File: config.mk
export PLATFORM = sky130hd
export DESIGN_NAME = crat_ctrl
export DESIGN_NICKNAME = d
export VERILOG_FILES = /design/src/sv/crat_pkg.sv /design/src/sv/crat_ctrl.sv
export SDC_FILE = /design/constraint.sdc
export NUM_CORES = 1
export LEC_CHECK = 0
export BUFFER_PORTS_ARGS = -buffer_cell sky130_fd_sc_hd__buf_2
export CAP_MARGIN = 10
export CORE_AREA = 10 10 47 49
export DETAILED_ROUTE_END_ITERATION = 10
export DIE_AREA = 0 0 57 59
export SYNTH_ARGS = -nofsm -noshare
export SYNTH_HDL_FRONTEND = slang
export SYNTH_SLANG_ARGS = --single-unit
export TNS_END_PERCENT = 30
File: constraint.sdc
create_clock -name clk -period 3 [get_ports clk]
set_input_delay 0.6 -clock clk [delete_from_list [all_inputs] [get_ports clk]]
set_output_delay 0.6 -clock clk [all_outputs]
set_load 0.005 [all_outputs]
File: src/sv/crat_pkg.sv
package crat_pkg;

  localparam int WORD_W              = 32;
  localparam int PROD_W              = 2 * WORD_W;
  localparam int CFG_W               = 5;
  localparam int ROM_IDX_W           = 5;
  localparam int ROM_FRAC            = 30;
  localparam int ANGLE_BITS_DEF      = 32;
  localparam int TABLE_FRAC_BITS_DEF = 30;
  localparam logic [CFG_W-1:0] CFG_RESET = CFG_W'(30);

  typedef logic signed [WORD_W-1:0] word_t;
  typedef logic signed [PROD_W-1:0] prod_t;

  // controller to datapath
  typedef struct packed {
    logic load;      // take a new angle, vector to 1.0
    logic mul;       // capture the four partial products
    logic upd;       // combine products into the new vector
    logic step;      // advance to the next angle bit
    logic out_load;  // capture the scaled result
  } crat_cmd_t;

  // datapath to controller
  typedef struct packed {
    logic bit_set;
    logic scan_done;
  } crat_sts_t;

  // rotation table, Q30, real part
  function automatic word_t rom_re(input logic [ROM_IDX_W-1:0] idx);
    word_t v;
    unique case (idx)
      5'd0:  v = 32'shc0000000;
      5'd1:  v = 32'sh00000000;
      5'd2:  v = 32'sh2d413ccd;
      5'd3:  v = 32'sh3b20d79e;
      5'd4:  v = 32'sh3ec52fa0;
      5'd5:  v = 32'sh3fb11b48;
      5'd6:  v = 32'sh3fec43c7;
      5'd7:  v = 32'sh3ffb10c1;
      5'd8:  v = 32'sh3ffec42d;
      5'd9:  v = 32'sh3fffb10b;
      5'd10: v = 32'sh3fffec43;
      5'd11: v = 32'sh3ffffb11;
      5'd12: v = 32'sh3ffffec4;
      5'd13: v = 32'sh3fffffb1;
      5'd14: v = 32'sh3fffffec;
      5'd15: v = 32'sh3ffffffb;
      5'd16: v = 32'sh3fffffff;
      default: v = 32'sh40000000;
    endcase
    return v;
  endfunction

  // rotation table, Q30, imaginary part
  function automatic word_t rom_im(input logic [ROM_IDX_W-1:0] idx);
    word_t v;
    unique case (idx)
      5'd0:  v = 32'sh00000000;
      5'd1:  v = 32'sh40000000;
      5'd2:  v = 32'sh2d413ccd;
      5'd3:  v = 32'sh187de2a7;
      5'd4:  v = 32'sh0c7c5c1e;
      5'd5:  v = 32'sh0645e9af;
      5'd6:  v = 32'sh0323ecbe;
      5'd7:  v = 32'sh0192155f;
      5'd8:  v = 32'sh00c90e90;
      5'd9:  v = 32'sh006487c4;
      5'd10: v = 32'sh003243f1;
      5'd11: v = 32'sh001921fb;
      5'd12: v = 32'sh000c90fe;
      5'd13: v = 32'sh0006487f;
      5'd14: v = 32'sh0003243f;
      5'd15: v = 32'sh00019220;
      5'd16: v = 32'sh0000c910;
      5'd17: v = 32'sh00006488;
      5'd18: v = 32'sh00003244;
      5'd19: v = 32'sh00001922;
      5'd20: v = 32'sh00000c91;
      5'd21: v = 32'sh00000648;
      5'd22: v = 32'sh00000324;
      5'd23: v = 32'sh00000192;
      5'd24: v = 32'sh000000c9;
      5'd25: v = 32'sh00000065;
      5'd26: v = 32'sh00000032;
      5'd27: v = 32'sh00000019;
      5'd28: v = 32'sh0000000d;
      5'd29: v = 32'sh00000006;
      5'd30: v = 32'sh00000003;
      5'd31: v = 32'sh00000001;
      default: v = 32'sh00000000;
    endcase
    return v;
  endfunction

endpackage

File: src/sv/crat_ctrl.sv
module crat_ctrl (
  input  logic               clk,
  input  logic               rst_n,
  input  logic               in_valid,
  output logic               in_stall,
  output logic               out_valid,
  input  logic               out_stall,
  input  crat_pkg::crat_sts_t sts,
  output crat_pkg::crat_cmd_t cmd
);
  import crat_pkg::*;

  localparam logic [1:0] S_IDLE = 2'd0;
  localparam logic [1:0] S_SCAN = 2'd1;
  localparam logic [1:0] S_UPD  = 2'd2;
  localparam logic [1:0] S_DONE = 2'd3;

  logic [1:0] state_r, state_nxt;
  logic       out_valid_r, out_valid_nxt;
  logic       out_free;

  assign in_stall  = (state_r != S_IDLE);
  assign out_valid = out_valid_r;
  assign out_free  = !out_valid_r || !out_stall;

  always_comb begin
    state_nxt = state_r;
    cmd       = '0;
    unique case (state_r)
      S_IDLE: begin
        if (in_valid) begin
          cmd.load  = 1'b1;
          state_nxt = S_SCAN;
        end
      end
      S_SCAN: begin
        if (sts.scan_done) begin
          state_nxt = S_DONE;
        end else if (sts.bit_set) begin
          cmd.mul   = 1'b1;
          state_nxt = S_UPD;
        end else begin
          cmd.step = 1'b1;
        end
      end
      S_UPD: begin
        cmd.upd   = 1'b1;
        cmd.step  = 1'b1;
        state_nxt = S_SCAN;
      end
      S_DONE: begin
        if (out_free) begin
          cmd.out_load = 1'b1;
          state_nxt    = S_IDLE;
        end
      end
      default: state_nxt = S_IDLE;
    endcase
  end

  always_comb begin
    out_valid_nxt = out_valid_r;
    if (out_valid_r && !out_stall) out_valid_nxt = 1'b0;
    if (cmd.out_load) out_valid_nxt = 1'b1;
  end

  always_ff @(posedge clk) begin
    if (!rst_n) begin
      state_r     <= S_IDLE;
      out_valid_r <= 1'b0;
    end else begin
      state_r     <= state_nxt;
      out_valid_r <= out_valid_nxt;
    end
  end

endmodule

# Word-level counts from Yosys, hierarchy flattened
# Index checks and enable logic that the tools add are counted.
# op_classes
n_eq_ne,6
n_mux,18
reduce_logical,8
# ops
op,count
$mux W1,12
$mux W2,4
$pmux W2 S4,1
$eq A2 B2 Y1 const B,2
$ne A2 B2 Y1 const B,2
$reduce_bool A2 Y1,2
$ne A3 B3 Y1 const B,1
$reduce_and A3 Y1,1
$eq A2 B1 Y1 const B,1
$logic_not A1 Y1,2
$logic_not A2 Y1,1
$pmux W1 S2,1
$logic_and A1 B1 Y1,1
$logic_or A1 B1 Y1,1
# totals
regBits,3
out_inout_bits,7
word_cells,34

# Longest topological paths before layout
# logic_depth
depth_word,5
depth_mapped,5

# Worst setup path before layout
# No wires, ideal clock.
# synth_path
kind,input to output
start,input port sts[1] in the netlist's numbering
end,output port cmd[1] in the netlist's numbering
arrival_time_ns,0.973
t_required_ns,2.400
path_slack_ns,1.427
path_stages,2
path_buffers,0
path_cell_list,nor3b_1 -> o21a_1
# synth_lines
item,line,source
from (decl),crat_ctrl.sv:8,"input crat_pkg::crat_sts_t sts,"
to (decl),crat_ctrl.sv:9,output crat_pkg::crat_cmd_t cmd

==> impl_metrics.json <==
{
  "synth_top_family_by_area": "simple AND/OR/NAND/NOR gates",
  "synth_top_area_frac": 0.235,
  "ys_seq_area_frac": 0.235,
  "reg2reg_depth": 5,
  "finalSetupViolCount": 0,
  "muxShareOfSynthArea": 0,
  "p_leak_uw": 0.000186,
  "wl_per_cell_um": 9.66,
  "fin_crit_sh": 0.652,
  "postCtsHoldBufs": 0,
  "hold_depth": 2,
  "cts_resized": 0,
  "synth_area_leaders": "dfxtp_1 (24%), ha_1 (20%), inv_1 (5.9%)",
  "period_needed_ns": 1.96,
  "grt_start_max_net_pins": 5,
  "tightest_slew_ns": 0.260,
  "drc": 0,
  "cts_buffers": 3,
  "grt_use_total": 0.0359,
  "drt_iter0_markers": 3,
  "rows": 14,
  "maxCapViolCount": 0,
  "synth_cell_types": 21,
  "seq_power_share": 0.286,
  "avgSynthCellArea_sq_um": 8.23,
  "cts.path.max_buffers": 2,
  "pre_cts_slack_ns": 1.15,
  "yosys_warnings": 0,
  "grt_pass1_vias": 237,
  "cts.reportedPaths.clkPinSlew_ns": 0.04,
  "holdCritPathClass": "reg2reg",
  "die_area_sq_um": 3360,
  "endpoint_kind": "output pin",
  "p_clk_frac": 0.379,
  "coreArea_sq_um": 1400,
  "routed_wl_um": 599,
  "slowest_delay_ns": 0.33,
  "holdPathEnd": "state_r[0]",
  "hp-start": "state_r[0]",
  "dpl.hpwl_um": 530,
  "cts_tree": "yes",
  "grt_overflow_total": 0,
  "slew_viol_final": 0,
  "port-buffer-count": 12,
  "fin_nets": 57,
  "post_route_cells_drive_above_1_share": 0.348,
  "p_per_area_nw_per_um2": 514,
  "die_x_um": 57,
  "fmax_mhz": 511,
  "synth_compound_area_frac": 0.147,
  "ys_ff_latch": 3,
  "htreeDepth": 1,
  "synth_area_leader_cell": "dfxtp_1",
  "swShare": 0.301,
  "syn2layout_area_growth_pct": 38.7,
  "synth_xor_area_frac": 0,
  "synthAdderAreaFrac": 0.196,
  "crit_required_ns": 2.40,
  "start_util": 0.182,
  "reg2reg_to": "state_r[1]",
  "synth-simple-area-share": 0.333,
  "worst_slack_ns": 1.04,
  "skew_ns": 0.00182,
  "cts.sinks": 3,
  "clk_latency_ns": 0.23,
  "final_core_util": 0.253,
  "die_h_um": 59,
  "ant_nets": 0,
  "post-cts-setup-buffer-count": 0,
  "busiest_layer": "met2",
  "routed_via_density": 4.08,
  "syn_area_sq_um": 255,
  "io_pins": 13,
  "grtUsageMet1": 0.0262,
  "synthCells": 31,
  "tns_ns": 0,
  "syn-num-nets": 41,
  "rsz0062_at_grt": "false",
  "cp-start-kind": "register",
  "antenna_found_initial": 0,
  "root_buffer": "clkbuf_4",
  "slew_headroom": 0.826,
  "p_sw_uw": 54.7,
  "outcome": "finished clean",
  "num_antenna_cells": 0,
  "use_met2": 0.0620,
  "via_count": 253,
  "crit_fanout": 4,
  "hold_viol": 0,
  "grt_pass1_wl_um": 917,
  "drtPass1Iterations": 3,
  "routabilityCongestion": 0.701,
  "arrival_ns": 1.36,
  "grt_util_met3": 0.0258,
  "intPower_uw": 127,
  "cp_slowest_cell": "dfxtp_1",
  "rr_startpoint": "state_r[0]",
  "share_comb_of_total_power": 0.336,
  "path_cells": "inv_1, ha_1, nor3b_1, o21a_1, buf_2",
  "ir_drop_mv": 0.110,
  "r2r_slack_ns": 1.57,
  "path_class": "reg2out"
}
-- how the worst max path moves through the flow --
| stage | start | to | slack [ns] |
|---|---|---|---|
| floorplan | sts[1] | cmd[1] | 1.43 |
| global placement | sts[1] | cmd[1] | 1.16 |
| detailed placement | sts[1] | cmd[1] | 1.15 |
| CTS | state_r[1] | cmd[1] | 0.99 |
| global route | state_r[1] | cmd[1] | 0.91 |
| finish | state_r[1] | cmd[1] | 1.04 |
-- synthesized netlist by cell type --
cell      count
nand3_1       1
and2_1        1
dfxtp_1       3
nor3_1        2
or2_1         1
buf_4         1
a21boi_0      1
ha_1          4
and2b_1       1
nand2b_1      1
o221a_1       1
and3_4        1
nor3b_1       1
o22ai_1       1
or2b_1        1
a21oi_1       1
o21a_1        1
inv_1         4
nor2b_1       1
nand2_1       1
nor2_1        2
-- cells by family after synthesis --
logic type / Yosys count
simple gates: 14
fa+ha+maj: 4
flops: 3
buf+inv: 5
compound gates: 5
-- cells in the final DEF (no fill, tap or decap), drive strengths merged, types with 2 or more instances in the layout --
master / netlist / layout
clkbuf: 0 / 4
nor3: 2 / 2
inv: 4 / 4
dfxtp: 3 / 3
nor2: 2 / 2
buf: 1 / 12
ha: 4 / 4
-- area by class of cell --
type                       count  area (sq um)
fill                         175          1050
multi-input combinational     23           173
sequential                     3          60.1
timing repair buffer          12          60.1
clock buffer                   4          26.3
tap                           16          20.0
inverter                       4          15.0
-- power by group through the flow --
stage | clock, uW | sequential [uW] | combinational [uW]
finish | 68.9 | 51.9 | 61.0
global route | 73.3 | 52.7 | 71.4
global placement | 0 | 52.5 | 61.9
detailed placement | 0 | 52.7 | 62.8
CTS | 72.0 | 52.1 | 63.0
floorplan | 0 | 51.5 | 40.7
-- worst max-delay path: cells and delay by family (launching register included) --
kind                       cells  cell delay (ns)
AOI/OAI and AO/OA              1             0.14
adders and majority gates      1             0.20
and+or+nand+nor                1             0.27
DFF                            1             0.33
buffers and inverters          2             0.18
-- routing by layer --
metal	part of all wire	vias to the layer above	routed length [um]
li1	-	134	-
met1	0.36	113	213
met2	0.54	6	326
met3	0.10	0	60
met4	0	0	0
met5	0	-	0
-- per-stage QoR --
| stage | std cells | hold slack (ns) | power (uW) | area, sq um |
|---|---|---|---|---|
| after floorplan | 31 | 0.480 | 92.2 | 255 |
| after global placement | 58 | 0.511 | 114 | 328 |
| final | 62 | 0.515 | 182 | 354 |
| after CTS | 62 | 0.521 | 187 | 354 |
| after detailed placement | 58 | 0.516 | 115 | 328 |
| after global routing | 62 | 0.558 | 197 | 354 |
-- registers in the layout, indices dropped and copies added, names as in the netlist --
| name | cells |
|---|---|
| out_valid | 1 |
| state_r | 2 |
Power figures use the tool's default switching activity.
